===== config.mk =====
export PLATFORM = sky130hd
export DESIGN_NAME = adaptive_traffic_light_controller_core
export DESIGN_NICKNAME = d
export VERILOG_FILES = /design/src/rtl/atlc_pkg.sv /design/src/rtl/adaptive_traffic_light_controller_core.sv
export SDC_FILE = /design/constraint.sdc
export NUM_CORES = 1
export LEC_CHECK = 0
export BUFFER_PORTS_ARGS = -buffer_cell sky130_fd_sc_hd__buf_2
export CORE_ASPECT_RATIO = 1.25
export CORE_UTILIZATION = 50
export DETAILED_ROUTE_END_ITERATION = 6
export GPL_TIMING_DRIVEN = 0
export PLACE_DENSITY = 0.69
export SLEW_MARGIN = 20
export SYNTH_ARGS = -nofsm -noshare
export SYNTH_HDL_FRONTEND = slang
export SYNTH_SLANG_ARGS = --single-unit

===== constraint.sdc =====
create_clock -name clk -period 9.2 [get_ports clk]
set_input_delay 0.92 -clock clk [delete_from_list [all_inputs] [get_ports clk]]
set_output_delay 0.92 -clock clk [all_outputs]
set_load 0.1 [all_outputs]

===== src/rtl/atlc_pkg.sv =====
// Package for the adaptive traffic light controller core.
// Holds phase and review codes, limits, timing constants and the sequencer state type.
// No dependencies.
`default_nettype none

package atlc_pkg;

    // Limits on the clamped configuration values
    localparam int unsigned MAX_COLUMNS  = 16;
    localparam int unsigned MAX_CAPACITY = 256;

    // Phase codes
    localparam logic [1:0] PH_GREEN  = 2'd0;
    localparam logic [1:0] PH_YELLOW = 2'd1;
    localparam logic [1:0] PH_RED    = 2'd2;

    // Review result codes
    localparam logic [1:0] REV_NONE     = 2'd0;
    localparam logic [1:0] REV_RED_UP   = 2'd1;
    localparam logic [1:0] REV_GREEN_UP = 2'd2;
    localparam logic [1:0] REV_REJECT   = 2'd3;

    // Configuration register indexes
    localparam logic [1:0] CFG_START_PHASE    = 2'd0;
    localparam logic [1:0] CFG_QUEUE_COLUMNS  = 2'd1;
    localparam logic [1:0] CFG_QUEUE_CAPACITY = 2'd2;

    // Phase timing in seconds
    localparam logic [5:0] GREEN_RESET_SEC = 6'd24;
    localparam logic [5:0] RED_RESET_SEC   = 6'd24;
    localparam logic [5:0] YELLOW_SEC      = 6'd3;
    localparam logic [5:0] PHASE_MAX_SEC   = 6'd36;
    localparam logic [5:0] PHASE_MIN_SEC   = 6'd12;
    localparam logic [5:0] SHIFT_SEC       = 6'd6;
    localparam logic [6:0] CYCLE_SEC       = 7'd48;

    // Hold ticks before vehicles may leave, arrival count ceiling
    localparam logic [1:0] HOLD_TICKS      = 2'd2;
    localparam logic [5:0] ARRIVALS_MAX    = 6'd63;

    // Priority: 15-bit result, 20-bit queue*2560 dividend
    localparam int unsigned PRIO_W         = 15;
    localparam logic [PRIO_W-1:0] PRIO_MAX = '1;
    localparam int unsigned DIV_W          = 20;
    localparam logic [4:0] DIV_LAST        = 5'(DIV_W - 1);

    typedef enum logic [3:0] {
        S_IDLE = 4'b0001,
        S_DIV  = 4'b0010,
        S_SUM  = 4'b0100,
        S_DONE = 4'b1000
    } state_t;

endpackage

`default_nettype wire


===== src/rtl/adaptive_traffic_light_controller_core.sv =====
// Adaptive traffic light controller core: phase sequencer, vehicle queue and
// priority evaluation with a bit-serial divider.
// Depends on atlc_pkg.
//
// Input channel (in_valid / in_stall): a transaction is a one-second tick (mode 0:
// vehicle_arrived, pass_request) or a priority review from a neighbor (mode 1:
// other_priority). Each input transaction yields exactly one output transaction
// (out_valid / out_stall): phase handled in, seconds left, queue size, vehicles
// released, own priority and review outcome.
// Timing: a review or a tick in green or yellow goes from acceptance to S_DONE,
// where it is loaded into the output register and raises out_valid. A tick in red
// first recomputes the priority in S_DIV with a restoring divider for
// queue*2560/capacity, one quotient bit per cycle for a 20-bit quotient, then in
// S_SUM, before S_DONE. One item at a time: in_stall is high from acceptance until
// the result is loaded into the output register, so a new item is accepted only
// after the previous one has been loaded.
// Receiver stall: the output register holds while out_stall is high; a finished
// item waits in S_DONE until it frees up. Reset: phase green, timer empty, queue
// and counts zero, green and red 24 s, columns 4, capacity 16. Configuration
// (cfg_we/cfg_index/cfg_data) is for the user to write only while idle; not enforced.
`default_nettype none

module adaptive_traffic_light_controller_core
    import atlc_pkg::*;
(
    input  wire logic        clk,
    input  wire logic        rst_n,
    // configuration write port
    input  wire logic        cfg_we,
    input  wire logic [1:0]  cfg_index,
    input  wire logic [8:0]  cfg_data,
    // input channel
    input  wire logic        in_valid,
    output logic             in_stall,
    input  wire logic        mode,
    input  wire logic        vehicle_arrived,
    input  wire logic [4:0]  pass_request,
    input  wire logic [14:0] other_priority,
    // output channel
    output logic             out_valid,
    input  wire logic        out_stall,
    output logic [1:0]       light_phase,
    output logic [5:0]       seconds_left,
    output logic [8:0]       vehicles_waiting,
    output logic [4:0]       vehicles_passed,
    output logic [14:0]      priority_value,
    output logic [1:0]       review_result
);

    // ---------------- registers ----------------
    state_t            state_reg, state_next;
    logic [4:0]        columns_reg, columns_next;
    logic [8:0]        capacity_reg, capacity_next;
    logic [1:0]        phase_reg, phase_next;
    logic [5:0]        time_reg, time_next;
    logic [1:0]        hold_reg, hold_next;
    logic [8:0]        queue_reg, queue_next;
    logic [5:0]        arrivals_reg, arrivals_next;
    logic [5:0]        green_reg, green_next;
    logic [5:0]        red_reg, red_next;
    logic [PRIO_W-1:0] prio_reg, prio_next;
    logic              out_valid_reg, out_valid_next;

    // payload registers (no reset)
    logic [1:0]        shown_phase_reg, shown_phase_next;
    logic [4:0]        passed_reg, passed_next;
    logic [1:0]        review_reg, review_next;
    logic [DIV_W-1:0]  div_quo_reg, div_quo_next;
    logic [9:0]        div_rem_reg, div_rem_next;
    logic [8:0]        div_den_reg, div_den_next;
    logic [4:0]        div_cnt_reg, div_cnt_next;
    logic [1:0]        o_phase_reg, o_phase_next;
    logic [5:0]        o_time_reg, o_time_next;
    logic [8:0]        o_queue_reg, o_queue_next;
    logic [4:0]        o_passed_reg, o_passed_next;
    logic [PRIO_W-1:0] o_prio_reg, o_prio_next;
    logic [1:0]        o_review_reg, o_review_next;

    // ---------------- combinational helpers ----------------
    logic              accept;
    logic              out_free;
    logic [8:0]        cap_c;
    logic [4:0]        cols_c;
    logic [5:0]        dur_c;

    // tick path
    logic [5:0]        t_time_l;
    logic [1:0]        t_hold;
    logic              t_arr_ok;
    logic [8:0]        t_queue;
    logic [5:0]        t_arrivals;
    logic [4:0]        t_pass;
    logic [5:0]        t_time_dec;
    logic [1:0]        t_phase;

    // divider step
    logic [9:0]        d_trial;
    logic              d_ge;

    // priority sum
    logic [DIV_W:0]    p_sum;

    assign accept   = in_valid && !in_stall;
    assign out_free = !out_valid_reg || !out_stall;
    assign in_stall = (state_reg != S_IDLE);

    // clamp columns to 1..MAX_COLUMNS, capacity to 1..MAX_CAPACITY
    always_comb
    begin
        if (columns_reg == '0)
            cols_c = 5'd1;
        else if (columns_reg > 5'(MAX_COLUMNS))
            cols_c = 5'(MAX_COLUMNS);
        else
            cols_c = columns_reg;

        if (capacity_reg == '0)
            cap_c = 9'd1;
        else if (capacity_reg > 9'(MAX_CAPACITY))
            cap_c = 9'(MAX_CAPACITY);
        else
            cap_c = capacity_reg;

        unique case (phase_reg)
            PH_GREEN:  dur_c = green_reg;
            PH_YELLOW: dur_c = YELLOW_SEC;
            default:   dur_c = red_reg;
        endcase
    end

    // one tick of the sequencer
    always_comb
    begin
        t_time_l   = (time_reg == '0) ? dur_c : time_reg;
        t_hold     = (time_reg == '0) ? 2'd0 : hold_reg;
        t_arr_ok   = vehicle_arrived && (queue_reg < cap_c);
        t_queue    = queue_reg + 9'(t_arr_ok);
        t_arrivals = (t_arr_ok && arrivals_reg < ARRIVALS_MAX) ? arrivals_reg + 6'd1
                                                                : arrivals_reg;
        t_pass     = '0;
        if (phase_reg != PH_RED)
        begin
            // first green tick of a cycle restarts the arrival count
            if (phase_reg == PH_GREEN && t_hold == '0)
                t_arrivals = '0;
            if (t_queue != '0 && t_hold >= HOLD_TICKS)
            begin
                t_pass = (pass_request < cols_c) ? pass_request : cols_c;
                if ({4'd0, t_pass} > t_queue)
                    t_pass = t_queue[4:0];
                t_queue = t_queue - {4'd0, t_pass};
            end
            else if (t_hold < HOLD_TICKS)
            begin
                t_hold = t_hold + 2'd1;
            end
        end
        else
        begin
            t_hold = '0;
        end
        t_time_dec = t_time_l - 6'd1;
        if (t_time_dec == '0)
            t_phase = (phase_reg == PH_RED) ? PH_GREEN : phase_reg + 2'd1;
        else
            t_phase = phase_reg;
    end

    // restoring divider step: one quotient bit per cycle
    assign d_trial = {div_rem_reg[8:0], div_quo_reg[DIV_W-1]};
    assign d_ge    = (d_trial >= {1'b0, div_den_reg});

    // arrivals/2 + 10*queue/capacity + red time, 8 fraction bits
    assign p_sum = {8'd0, arrivals_reg, 7'd0} + {1'b0, div_quo_reg}
                 + {7'd0, red_reg, 8'd0};

    // ---------------- next state ----------------
    always_comb
    begin
        state_next       = state_reg;
        columns_next     = columns_reg;
        capacity_next    = capacity_reg;
        phase_next       = phase_reg;
        time_next        = time_reg;
        hold_next        = hold_reg;
        queue_next       = queue_reg;
        arrivals_next    = arrivals_reg;
        green_next       = green_reg;
        red_next         = red_reg;
        prio_next        = prio_reg;
        out_valid_next   = out_valid_reg;
        shown_phase_next = shown_phase_reg;
        passed_next      = passed_reg;
        review_next      = review_reg;
        div_quo_next     = div_quo_reg;
        div_rem_next     = div_rem_reg;
        div_den_next     = div_den_reg;
        div_cnt_next     = div_cnt_reg;
        o_phase_next     = o_phase_reg;
        o_time_next      = o_time_reg;
        o_queue_next     = o_queue_reg;
        o_passed_next    = o_passed_reg;
        o_prio_next      = o_prio_reg;
        o_review_next    = o_review_reg;

        if (!out_stall)
            out_valid_next = 1'b0;

        unique case (state_reg)
            S_IDLE:
            begin
                if (accept)
                begin
                    shown_phase_next = phase_reg;
                    passed_next      = '0;
                    review_next      = REV_NONE;
                    state_next       = S_DONE;
                    if (!mode)
                    begin
                        time_next     = t_time_dec;
                        hold_next     = t_hold;
                        queue_next    = t_queue;
                        arrivals_next = t_arrivals;
                        phase_next    = t_phase;
                        passed_next   = t_pass;
                        if (phase_reg == PH_RED)
                        begin
                            // dividend queue*2560 = queue<<11 + queue<<9
                            div_quo_next = {t_queue, 11'd0} + {2'd0, t_queue, 9'd0};
                            div_rem_next = '0;
                            div_den_next = cap_c;
                            div_cnt_next = DIV_LAST;
                            state_next   = S_DIV;
                        end
                    end
                    else if (prio_reg < other_priority && phase_reg != PH_YELLOW)
                    begin
                        if (phase_reg == PH_GREEN)
                        begin
                            if (red_reg < PHASE_MAX_SEC && green_reg > PHASE_MIN_SEC)
                            begin
                                red_next    = red_reg + SHIFT_SEC;
                                green_next  = green_reg - SHIFT_SEC;
                                review_next = REV_RED_UP;
                            end
                            else
                            begin
                                review_next = REV_REJECT;
                            end
                        end
                        else
                        begin
                            if (green_reg < PHASE_MAX_SEC && red_reg > PHASE_MIN_SEC)
                            begin
                                green_next  = green_reg + SHIFT_SEC;
                                red_next    = red_reg - SHIFT_SEC;
                                review_next = REV_GREEN_UP;
                            end
                            else
                            begin
                                review_next = REV_REJECT;
                            end
                        end
                    end
                end
            end

            S_DIV:
            begin
                div_rem_next = d_ge ? d_trial - {1'b0, div_den_reg} : d_trial;
                div_quo_next = {div_quo_reg[DIV_W-2:0], d_ge};
                div_cnt_next = div_cnt_reg - 5'd1;
                if (div_cnt_reg == '0)
                    state_next = S_SUM;
            end

            S_SUM:
            begin
                prio_next  = (p_sum > {6'd0, PRIO_MAX}) ? PRIO_MAX : p_sum[PRIO_W-1:0];
                state_next = S_DONE;
            end

            S_DONE:
            begin
                if (out_free)
                begin
                    o_phase_next   = shown_phase_reg;
                    o_time_next    = time_reg;
                    o_queue_next   = queue_reg;
                    o_passed_next  = passed_reg;
                    o_prio_next    = prio_reg;
                    o_review_next  = review_reg;
                    out_valid_next = 1'b1;
                    state_next     = S_IDLE;
                end
            end

            default:
            begin
                state_next = S_IDLE;
            end
        endcase

        // the user must make configuration writes only while the block is idle; not enforced here
        if (cfg_we)
        begin
            unique case (cfg_index)
                CFG_START_PHASE:
                begin
                    phase_next = (cfg_data[1:0] == 2'd3) ? PH_GREEN : cfg_data[1:0];
                    time_next  = '0;
                    hold_next  = '0;
                end
                CFG_QUEUE_COLUMNS:  columns_next  = cfg_data[4:0];
                CFG_QUEUE_CAPACITY: capacity_next = cfg_data;
                default:            ;
            endcase
        end
    end

    // ---------------- registers ----------------
    always_ff @(posedge clk or negedge rst_n)
    begin
        if (!rst_n)
        begin
            state_reg     <= S_IDLE;
            columns_reg   <= 5'd4;
            capacity_reg  <= 9'd16;
            phase_reg     <= PH_GREEN;
            time_reg      <= '0;
            hold_reg      <= '0;
            queue_reg     <= '0;
            arrivals_reg  <= '0;
            green_reg     <= GREEN_RESET_SEC;
            red_reg       <= RED_RESET_SEC;
            prio_reg      <= '0;
            out_valid_reg <= 1'b0;
        end
        else
        begin
            state_reg     <= state_next;
            columns_reg   <= columns_next;
            capacity_reg  <= capacity_next;
            phase_reg     <= phase_next;
            time_reg      <= time_next;
            hold_reg      <= hold_next;
            queue_reg     <= queue_next;
            arrivals_reg  <= arrivals_next;
            green_reg     <= green_next;
            red_reg       <= red_next;
            prio_reg      <= prio_next;
            out_valid_reg <= out_valid_next;
        end
    end

    always_ff @(posedge clk)
    begin
        shown_phase_reg <= shown_phase_next;
        passed_reg      <= passed_next;
        review_reg      <= review_next;
        div_quo_reg     <= div_quo_next;
        div_rem_reg     <= div_rem_next;
        div_den_reg     <= div_den_next;
        div_cnt_reg     <= div_cnt_next;
        o_phase_reg     <= o_phase_next;
        o_time_reg      <= o_time_next;
        o_queue_reg     <= o_queue_next;
        o_passed_reg    <= o_passed_next;
        o_prio_reg      <= o_prio_next;
        o_review_reg    <= o_review_next;
    end

    // ---------------- outputs ----------------
    assign out_valid        = out_valid_reg;
    assign light_phase      = o_phase_reg;
    assign seconds_left     = o_time_reg;
    assign vehicles_waiting = o_queue_reg;
    assign vehicles_passed  = o_passed_reg;
    assign priority_value   = o_prio_reg;
    assign review_result    = o_review_reg;

    // ---------------- assertions ----------------
`ifndef SYNTHESIS
    // green and red always share a fixed 48 s cycle
    a_cycle_sum: assert property (@(posedge clk) disable iff (!rst_n)
        ({1'b0, green_reg} + {1'b0, red_reg}) == CYCLE_SEC)
        else $error("green plus red time drifted from the cycle length");

    // queue never grows past the largest capacity
    a_queue_max: assert property (@(posedge clk) disable iff (!rst_n)
        queue_reg <= 9'(MAX_CAPACITY))
        else $error("queue exceeds capacity limit");

    // an accepted transaction always leaves the idle state
    a_accept_busy: assert property (@(posedge clk) disable iff (!rst_n)
        accept |=> (state_reg != S_IDLE))
        else $error("sequencer stayed idle after accepting a transaction");

    // the sum step only follows the last divider step
    a_sum_after_div: assert property (@(posedge clk) disable iff (!rst_n)
        (state_reg == S_SUM) |-> ($past(state_reg) == S_DIV && $past(div_cnt_reg) == '0))
        else $error("priority summed before division finished");
`endif

endmodule

`default_nettype wire


==> flow_summary.toml <==
[outcome]
status = "complete, but fails checks"
violations = "DRC"

[yosys]
async_flop_share_pct = 43.1
ys_top_cells_by_count = "edfxtp_1 (91), nand2_1 (90), nor2_1 (82)"
synthMostInstantiatedCell = "edfxtp_1"
synth-seq-cells = 160
yosysUniqueCellTypes = 78
syn_nets = 1032
synth_top_cell_by_area = "edfxtp_1"
avgSynthCellArea_sq_um = 10.5
synth_edf_count = 91
yosys_warnings = 0
synth_ff_type = "edfxtp_1"
ys_seq_area_share_pct = 46.8
synth_cells = 910
syn_area_sq_um = 9540
yosys-top-cells-area = "edfxtp_1 (29%), dfrtp_1 (16%), ha_1 (9.7%), nand2_1 (3.5%), a21oi_1 (3.3%)"
yosysTopAreaCellShare_pct = 28.6

[final_layout]
drive_above_1_share_pct = 18.3
antenna_cells = 0
largest_reg_flops = 20
final_cells = 1257
syn2layout_area_growth_pct = 15.5
final_net_count = 1134

[placed_design]
io_buffers = 78
gp_congestion = 0.912
dp_hpwl_um = 15400
post-place-cells = 1223

[detailed_routing]
wl_per_cell_um = 16.4
vias_per_cell = 5.64
antenna_left = 0
route.detailed.drc = 5
drt_iter0_drc = 339
dr.pass1.iters = 7
wl_um = 20600
vias = 7092

[worst_setup_path]
crit_buf_inv = 3
r2r_start = "capacity_reg[8]$_DFFE_PN0P_"
max_stage_delay_ps = 480
critPathKind = "reg2reg"
crit_path_start_kind = "register"
cpMaxStageDelayCell = "dfrtp_1"
setup.worst_path.end_class = "register"
cpLargestDelayFamily = "compound AO/OA/AOI/OAI gates"
crit_start = "capacity_reg[8]$_DFFE_PN0P_"
cp_max_fo = 10
cp_common_cell = "ha_1"
crit_required_ps = 9370
arrival_ps = 8930

[die]
core_area_sq_um = 18700
fp.dieW_um = 126
die_y_um = 156
io_pins = 79
start_util_pct = 51.0
row_count = 56
die_area_sq_um = 19600

[power]
vdd_drop_max_mv = 0.212
p_sw_mw = 1.49
pwr-share-comb_pct = 48.5
p_int_mw = 1.95
p_per_area_nw_per_um2 = 312
p_clk_share_pct = 21.7
p_leak_nw = 4.94
pwr-share-seq_pct = 29.8
p_sw_share_pct = 43.3

[sta]
worst_slew_pin_slew_ps = 988
skew_ps = 10.9
hold_violations = 0
final_max_slew_viol_count = 0
setup_viol = 0
fin_tns_setup_ps = 0
rsz0062_at_grt = "false"
finalCritPeriodShare_pct = 95.2
relSlewSlack_pct = 33.7
fmax_mhz = 114
post-route-min-period_ps = 8760

[clock_network]
clk_pin_slew_ps = 70
cts-root-buf = "clkbuf_16"
clock_latency_ps = 430
clockBufferDepth = 2
clock_sinks = 160
tritoncts = "yes"
cts_buffers = 17
cts.htree.levels = 4

[global_route]
grt_first_pass_wirelength_um = 33800
grt_start_max_net_pins = 39
antenna_found_initial = 0
grtUsageTotal_pct = 22.0
first_global_vias = 7061
grt_remaining_overflow = 0

[min_path]
min_path_type = "reg2reg"
min_from = "passed_reg[3]$_SDFFCE_PP0P_"

[run]
max_cap_viol_count = 0
-- final timing paths --
check                                               end  slack [ps]  depth (start not counted)
max                           div_quo_reg[17]$_DFFE_PP_         440                         37
min                        vehicles_passed[3]$_DFFE_PP_         420                          0
max reg2reg                   div_quo_reg[17]$_DFFE_PP_         440                         37
min reg2reg                vehicles_passed[3]$_DFFE_PP_         420                          0
max in group asynchronous      state_reg[0]$_DFFE_PN1P_        8140                          2
min in group asynchronous         time_reg[0]$_DFF_PN0_         430                          1
-- through the flow --
step	hold WS, ps	setup slack, ps	util [%]	cell area (sq um)	total power [mW]
finish	421	438	58.9	11000	3.44
floorplan	400	1520	-	9540	2.27
global route	426	28.2	58.9	11000	3.67
global placement	403	88.2	54.7	10200	2.58
CTS	423	35.3	58.6	11000	3.39
detailed placement	405	30.1	55.3	10300	2.63
-- placed cells by master (no fill, tap or decap), types with 25 or more instances in the layout --
cell,instances
a21oi_1,61
inv_1,63
dfrtp_1,62
a21o_1,26
ha_1,74
edfxtp_1,91
nor2_1,80
o21ai_0,41
nand2_1,90
buf_2,79
xnor2_1,25
-- metal layers --
layer  wire, um  global-route usage, %  share of wire (%)
met5          0                      0                  0
met4        552                   8.83                2.7
met3        744                   4.17                3.6
met2      10400                   38.9                 50
met1       8920                   26.2                 43
-- power by group through the flow --
stage	sequential, mW	clock [mW]	combinational, mW
6_report	1.02	0.747	1.67
5_1_grt	1.04	0.790	1.84
4_1_cts	1.02	0.762	1.61
3_5_place_dp	1.04	0	1.59
3_3_place_gp	1.04	0	1.54
2_1_floorplan	1.24	0	1.04
-- what timing repair did --
item	in CTS	in global routing
endpoints found under the setup margin	2	6
buffers inserted	0	2
pin swaps	0	1
gates resized for setup	1	11
hold buffers	0	0
hold endpoints to repair	0	0
-- logic make-up after synthesis --
group | Yosys count | share of synthesized area, %
adders and majority gates | 84 | 11.8
DFF | 160 | 46.8
xor gates and xnor gates | 45 | 4.13
and+or+nand+nor | 295 | 14.9
buffers and inverters | 85 | 3.58
AOI/OAI and AO/OA | 206 | 14.4
muxes | 35 | 4.29
-- area by class of cell --
cell class              instances  area [sq um]
inverters                      66           251
flip-flops and latches        160          4470
plain buffers                  19          97.6
multi-input cells             665          4810
repair buffers                 83           483
clock buffers                  17           425
fillers                      1571          7690
clock inverters                15           196
well taps                     232           290
No activity file was read; power rests on OpenSTA's default activity.
